==> config.mk <==
export PLATFORM = sky130hd
export DESIGN_NAME = rcf_lane
export DESIGN_NICKNAME = d
export VERILOG_FILES = /design/src/design/rcf_pkg.sv /design/src/design/rcf_lane.sv
export SDC_FILE = /design/constraint.sdc
export NUM_CORES = 1
export LEC_CHECK = 0
export BUFFER_PORTS_ARGS = -buffer_cell sky130_fd_sc_hd__buf_2
export CAP_MARGIN = 10
export CORE_MARGIN = 2
export CORE_UTILIZATION = 45
export CTS_CLUSTER_DIAMETER = 80
export DETAILED_ROUTE_END_ITERATION = 8
export GPL_TIMING_DRIVEN = 1
export PLACE_DENSITY = 0.67
export SYNTH_ARGS = -nofsm -noshare
export SYNTH_HDL_FRONTEND = slang
export SYNTH_SLANG_ARGS = --single-unit
==> constraint.sdc <==
create_clock -name clk -period 14.7 [get_ports clk]
set_clock_uncertainty 0.15 [all_clocks]
set_input_delay 3.675 -clock clk [delete_from_list [all_inputs] [get_ports clk]]
set_output_delay 3.675 -clock clk [all_outputs]
set_load 0.01 [all_outputs]
==> src/design/rcf_pkg.sv <==
// ----------------------------------------------------------------------------
// rcf_pkg
// Shared types, kernel table and divider constants for the RGB 3x3 filter.
// ----------------------------------------------------------------------------
package rcf_pkg;

  localparam int PIX_W  = 24;
  localparam int CH_W   = 8;
  localparam int CFG_AW = 2;
  localparam int CFG_DW = 13;
  localparam int SUM_W  = 13;
  localparam int MAG_W  = SUM_W - 1;
  localparam int MUL_W  = 13;
  localparam int PRD_W  = MAG_W + MUL_W;
  localparam int SHF_W  = 5;

  typedef logic [PIX_W-1:0] pix_t;
  typedef logic [CH_W-1:0]  chan_t;
  typedef logic signed [3:0] coef_t;

  typedef enum logic [2:0] {
    FLT_GAUSS    = 3'd0,
    FLT_WEIGHTED = 3'd1,
    FLT_CROSS    = 3'd2,
    FLT_BOX      = 3'd3,
    FLT_EMBOSS   = 3'd4,
    FLT_RELIEF   = 3'd5
  } filter_t;

  typedef enum logic [CFG_AW-1:0] {
    REG_FILTER = 2'd0,
    REG_WIDTH  = 2'd1,
    REG_HEIGHT = 2'd2
  } reg_idx_t;

  // status of the window stage
  typedef struct packed {
    logic valid;
    logic produce;
    logic last;
  } s1_t;

  // index = column * 3 + row, column 0 left, row 0 top
  localparam coef_t KERNEL [6][9] = '{
    '{ 4'sd1,  4'sd2, 4'sd1,  4'sd2, 4'sd4, 4'sd2, 4'sd1, 4'sd2, 4'sd1},
    '{ 4'sd0,  4'sd1, 4'sd0,  4'sd1, 4'sd4, 4'sd1, 4'sd0, 4'sd1, 4'sd0},
    '{ 4'sd0,  4'sd1, 4'sd0,  4'sd1, 4'sd1, 4'sd1, 4'sd0, 4'sd1, 4'sd0},
    '{ 4'sd1,  4'sd1, 4'sd1,  4'sd1, 4'sd1, 4'sd1, 4'sd1, 4'sd1, 4'sd1},
    '{-4'sd2,  4'sd0, 4'sd0,  4'sd0, 4'sd1, 4'sd0, 4'sd0, 4'sd0, 4'sd2},
    '{-4'sd2, -4'sd1, 4'sd0, -4'sd1, 4'sd1, 4'sd1, 4'sd0, 4'sd1, 4'sd2}
  };

  // divide by reciprocal: q = (x * mult) >> shift, exact for x < 4096
  function automatic logic [MUL_W-1:0] div_mult(filter_t sel);
    case (sel)
      FLT_CROSS: div_mult = 13'd3277;
      FLT_BOX:   div_mult = 13'd7282;
      default:   div_mult = 13'd1;
    endcase
  endfunction

  function automatic logic [SHF_W-1:0] div_shift(filter_t sel);
    case (sel)
      FLT_GAUSS:    div_shift = 5'd4;
      FLT_WEIGHTED: div_shift = 5'd3;
      FLT_CROSS:    div_shift = 5'd14;
      FLT_BOX:      div_shift = 5'd16;
      default:      div_shift = 5'd0;
    endcase
  endfunction

endpackage

==> src/design/rcf_lane.sv <==
// ----------------------------------------------------------------------------
// rcf_lane
// One color channel: registered kernel sum, then divide and clamp to 0..255.
// ----------------------------------------------------------------------------
module rcf_lane (
  input  logic              clk,
  input  logic              load,
  input  rcf_pkg::filter_t  sel,
  input  rcf_pkg::chan_t    taps [9],
  output rcf_pkg::chan_t    result
);

  logic signed [rcf_pkg::SUM_W-1:0] sum_nxt, sum_r;
  logic signed [rcf_pkg::SUM_W-1:0] coef_ext [9];
  logic signed [rcf_pkg::SUM_W-1:0] pix_ext [9];
  rcf_pkg::filter_t                 sel_r;
  logic [rcf_pkg::MAG_W-1:0]        mag;
  logic [rcf_pkg::PRD_W-1:0]        prod, quo;

  always_comb begin
    sum_nxt = '0;
    for (int i = 0; i < 9; i++) begin
      coef_ext[i] = rcf_pkg::SUM_W'(rcf_pkg::KERNEL[sel][i]);
      pix_ext[i]  = rcf_pkg::SUM_W'({1'b0, taps[i]});
      sum_nxt     = sum_nxt + coef_ext[i] * pix_ext[i];
    end
  end

  always_ff @(posedge clk) begin
    if (load) begin
      sum_r <= sum_nxt;
      sel_r <= sel;
    end
  end

  // negative sums clamp to zero, so only the magnitude of a positive sum matters
  assign mag  = sum_r[rcf_pkg::MAG_W-1:0];
  assign prod = rcf_pkg::PRD_W'(mag) * rcf_pkg::PRD_W'(rcf_pkg::div_mult(sel_r));
  assign quo  = prod >> rcf_pkg::div_shift(sel_r);

  always_comb begin
    if (sum_r[rcf_pkg::SUM_W-1]) begin
      result = '0;
    end else if (quo > rcf_pkg::PRD_W'(255)) begin
      result = 8'hFF;
    end else begin
      result = quo[rcf_pkg::CH_W-1:0];
    end
  end

endmodule

# Word level (Yosys, flattened, before mapping)

Memories as Yosys holds them, arrays and structs flattened.
Cells that the tools add are included.

Bits in read-only memories: 288
Output and inout port bits: 8
Memories kept: 1
Bits in registers: 16
Bits of input ports: 77
Logic and storage cells: 35

Add/subtract/negate cells: 8
Multiply operators: 10
Equal/unequal tests: 3
Shifts and indexed selects: 1
Reduce and logical (&&, ||, !) cells: 1
$lt $le $gt $ge: 2
Bitwise gates (word level): 1
Multiplexer cells: 6

Memory list:

| memory          | words | bits a word | read ports | clocked after memory_dff | wr ports | RTL line       | RTL |
|---|---|---|---|---|---|---|---|
| (no name shown) | 8     | 36          | 1          | 0                        | 0        | rcf_lane.sv:23 | `coef_ext[i] = rcf_pkg::SUM_W'(rcf_pkg::KERNEL[sel][i]);` |

Operator list:

| operator            | number |
|---|---|
| $mul 4x9->13        | 9 |
| $add 13x13->13      | 8 |
| $mux 36             | 2 |
| $pmux 13 s2         | 1 |
| $gt 25x8->1 const B | 1 |
| $mul 12x13->25      | 1 |
| $shr 25x5->25       | 1 |
| $pmux 5 s4          | 1 |
| $mux 8              | 2 |
| $eq 3x2->1 const B  | 2 |
| $ge 4x4->1 const B  | 1 |
| $not 3->4           | 1 |
| $eq 3x1->1 const B  | 1 |
| $logic_not 3->1     | 1 |

# Longest topological paths before layout

Depth after elaboration: 13
Depth in mapped cells: 30
Depth with buffers taken out: 28

# Worst setup path after synthesis

OpenSTA, ideal clock, no wires.

Path kind: register to output
Start: reg sel_r[0]
End: out result[3]
Buffers on the path: 5
Data arrival time: 6840 ps
Data required time: 10875 ps
Path slack: 4035 ps
Cell stages (with the launch flop): 26
Path through: edfxtp_1 -> clkbuf_1 -> inv_1 -> buf_1 -> buf_1 -> clkbuf_1 -> nand2_1 -> fa_1 -> inv_1 -> fa_1 -> fa_1 -> inv_1 -> fa_1 -> inv_1 -> fa_1 -> ha_1 -> buf_4 -> nand4_2 -> a211o_1 -> a31o_2 -> o211a_1 -> nor3_1 -> nor2_1 -> a211oi_2 -> nor4_4 -> a221oi_1

Longest elaborated chain between the ends: 7

RTL lines:

| what                     | RTL line                     | RTL |
|---|---|---|
| start: declaration       | rcf_lane.sv:16               | `rcf_pkg::filter_t sel_r;` |
| start signal: assignment | rcf_lane.sv:32               | `sel_r <= sel;` |
| $eq 3x2->1               | rcf_pkg.sv:55, rcf_pkg.sv:63 |  |
| $pmux 13 s2              | rcf_pkg.sv:55                | `case (sel)` |
| $mul 12x13->25           | rcf_lane.sv:38               | `assign prod = rcf_pkg::PRD_W'(mag) * rcf_pkg::PRD_W'(rcf_pkg::div_mult(sel_r));` |
| $shr 25x5->25 *          | rcf_lane.sv:39               | `assign quo = prod >> rcf_pkg::div_shift(sel_r);` |
| $gt 25x8->1              | rcf_lane.sv:44               | `end else if (quo > rcf_pkg::PRD_W'(255)) begin` |
| $mux 8 *                 | rcf_lane.sv:44               |  |
| $mux 8 *                 | rcf_lane.sv:42               | `if (sum_r[rcf_pkg::SUM_W-1]) begin` |
| end: declaration         | rcf_lane.sv:10               | `output rcf_pkg::chan_t result` |

Mark *: on every way between the ends. The rest lies on a longest branch, timed or not.

# Worst setup path after layout

Start: in sel[2]
End: reg sum_r[12] in the netlist's numbering (data pin)

Longest elaborated chain between the ends: 13

RTL lines:

| what                                         | RTL line       | RTL |
|---|---|---|
| start: declaration                           | rcf_lane.sv:8  | `input rcf_pkg::filter_t sel,` |
| $not 3->4 (not written as such) *            | rcf_lane.sv:23 |  |
| $mem_v2 8x36 *                               | --             |  |
| $mux 36 (not written as such) * (2 in a row) | rcf_lane.sv:23 |  |
| $mul 4x9->13                                 | rcf_lane.sv:25 | `sum_nxt = sum_nxt + coef_ext[i] * pix_ext[i];` |
| $add 13x13->13 (7 in a row)                  | rcf_lane.sv:25 |  |
| $add 13x13->13 *                             | rcf_lane.sv:25 |  |
| net sum_nxt, one bit                         | rcf_lane.sv:13 | `logic signed [rcf_pkg::SUM_W-1:0] sum_nxt, sum_r;` |
| end signal: assignment                       | rcf_lane.sv:31 | `sum_r <= sum_nxt;` |
| end: declaration                             | rcf_lane.sv:13 |  |

Mark *: on every way through the listed nets, which the timed path passes. The rest lies on a longest branch. The select of a mux whose other input is x is not followed.
A chain may end at the register's enable or synchronous reset.

==> reports/metrics.yaml <==
ys_ff_latch: 16
yosys-top-cells-area: "fa_1, ha_1, inv_1"
async_flop_share: 0
io_pins: 85
start_util: 0.454
syn_avg_cell_area_um2: 8.72
cp-start-kind: "input port"
maxSlewViolCount: 0
arrival_ns: 11.78
hold_violations: 0
cts_resized: 0
max_slew_margin: 0.341
synth_warnings: 0
final_antenna_net_count: 0
yosys.area_share.simple: 0.169
syn_nets: 1925
fin_crit_ns: 11.94
vias: 9773
areaGrowthSynthToFinish_pct: 6.70
tightestPinTransition_ns: 0.985
hpwl_mm: 27.1
grt_max_degree: 31
drt-total-wl_mm: 30.9
cap_viol_max_count: 0
synthAdderAreaFrac: 0.547
root_buffer: "clkbuf_16"
grt_pass1_wl_mm: 51.6
cts_tree: "yes"
postCtsSetupRepairBufs: 0
globalRouteOverflowTotal: 0
synth_compound_area_frac: 0.0951
synth_xor_area_frac: 0.0167
hold_path_class: "in2reg"
die_h_um: 171
fp.dieW_um: 171
dieArea_um2: 29200
rsz0062_at_grt: "false"
seq_area_um2: 480
holdBufCountCts: 0
synth_edf_count: 16
path_class: "in2reg"
vias_per_cell: 5.23
crit_start: "sel[2]"
firstDrtPassIters: 5
final.fill_count: 2736
synth_mux_area_frac: 0.00598
h-tree-depth: 1
clock_path_buffers: 2
synthesis.area_um2: 12600
synth_top_family_by_area: "adder cells"
finalNetCount: 1977
synth_cells: 1440
numPortBuffers: 84
place.gp.congestion: 0.892
cp_data_required_time_ns: 14.54
synth.most_common_cell: "inv_1"
status: "finished, final reports clean"
yosysTopAreaCellShare: 0.373
setup_violations: 0
rows: 61
clkSlewWorstSetupHoldPaths_ns: 0.05
drc: 0
yosysUniqueCellTypes: 77
synth_area_leader_cell: "fa_1"
cts.sinks: 16
endpoint_kind: "flop"
numCtsBuffers: 3
antenna_found_initial: 0
max_freq_ghz: 0.0837
design.core.area_um2: 27600
multi_input_area_um2: 10500
fin_crit_sh: 0.812
synth_seq_area_share: 0.0383
grtUsageTotal: 0.222
layout-drive-gt1-share: 0.0885
diodes: 0
wl_per_cell_um: 16.5
synthFlopType: "edfxtp_1"
first_global_vias: 10500
yosys-top-cells-count: "inv_1, fa_1, ha_1, and2_1, nand2_1"
first_iter_violations: 463
path_max_fanout: 30
setup-tns-final_ns: 0
min_from: "sel[1]"
## worst max-delay path: stages
cell and delay [ns]:
buf_2 0.47, inv_1 0.38, nor2_1 0.67, inv_1 0.50, or2_2 0.42, fa_1 0.45, fa_1 0.49, inv_1 0.05
fa_1 0.50, inv_1 0.06, fa_1 0.46, fa_1 0.41, fa_1 0.54, fa_1 0.43, fa_1 0.49, inv_1 0.07
ha_1 0.29, a21o_1 0.17, a21oi_1 0.25, o21bai_1 0.12, a21oi_1 0.23, o21bai_1 0.09, a21oi_1 0.23, o21bai_1 0.09
a21oi_1 0.17, xnor2_1 0.08
## area by class of cell
| class | instances | area share |
|---|---|---|
| Multi-Input combinational cell | 1006 | 0.782 |
| Inverter | 373 | 0.105 |
| Sequential cell | 16 | 0.0359 |
| Timing Repair Buffer | 92 | 0.0359 |
| Tap cell | 378 | 0.0353 |
| Clock buffer | 3 | 0.00561 |
| Clock inverter | 1 | 0.000280 |
## placed cells by master (no fill, tap or decap), types with 11 or more instances in the layout
master and n:
inv_1 373, fa_1 234, ha_1 174, and2_1 108
nand2_1 94, buf_2 84, nor2_1 56, a21oi_1 47
and3_1 30, o21ai_0 26, nor3_1 19, xnor2_1 16
edfxtp_1 16, nor2b_1 12, nand3_1 11, nor4_1 11
## routing by layer
metal  up-vias  wire (µm)  global-route usage  share of wire
met5         -          0                   0              0
met4         0        925              0.0737          0.030
met3        62        913             0.00902          0.030
met2       245      16300               0.423           0.53
met1      4843      12700               0.268           0.41
li1       4623          -                   -              -
## through the flow
| step | cell area (µm²) | utilization | std cells | hold slack (ns) | setup slack [ns] |
|---|---|---|---|---|---|
| 3_3_place_gp | 13300 | 0.482 | 1865 | 3.78 | 2.70 |
| 6_report | 13400 | 0.485 | 1869 | 3.53 | 2.76 |
| 2_1_floorplan | 12600 | - | 1440 | 3.62 | 4.04 |
| 5_1_grt | 13400 | 0.485 | 1869 | 3.53 | 2.27 |
| 3_5_place_dp | 13300 | 0.482 | 1865 | 3.78 | 2.53 |
| 4_1_cts | 13400 | 0.485 | 1869 | 3.52 | 2.77 |
## sequential cells by signal, summed over array words and instances (netlist names)
| name | cells |
|---|---|
| sel_r | 3 |
| sum_r | 13 |
## final timing paths
| path | end | slack, ns | cells after the start |
|---|---|---|---|
| worst max-delay path | sum_r[12]$_DFFE_PP_ | 2.76 | 26 |
| worst min-delay path | sel_r[1]$_DFFE_PP_ | 3.53 | 1 |
## kinds of logic (layout without fill, tap and decap cells)
group	count (synthesis)	after routing
xor gates and xnor gates	24	24
AOI/OAI and AO/OA	173	173
and+or+nand+nor	394	394
muxes	7	7
adders and majority gates	408	408
DFF	16	16
buffers and inverters	418	469
Power is not shown: default switching activity piles up to over one toggle a cycle in this logic, so the estimate is an artifact.
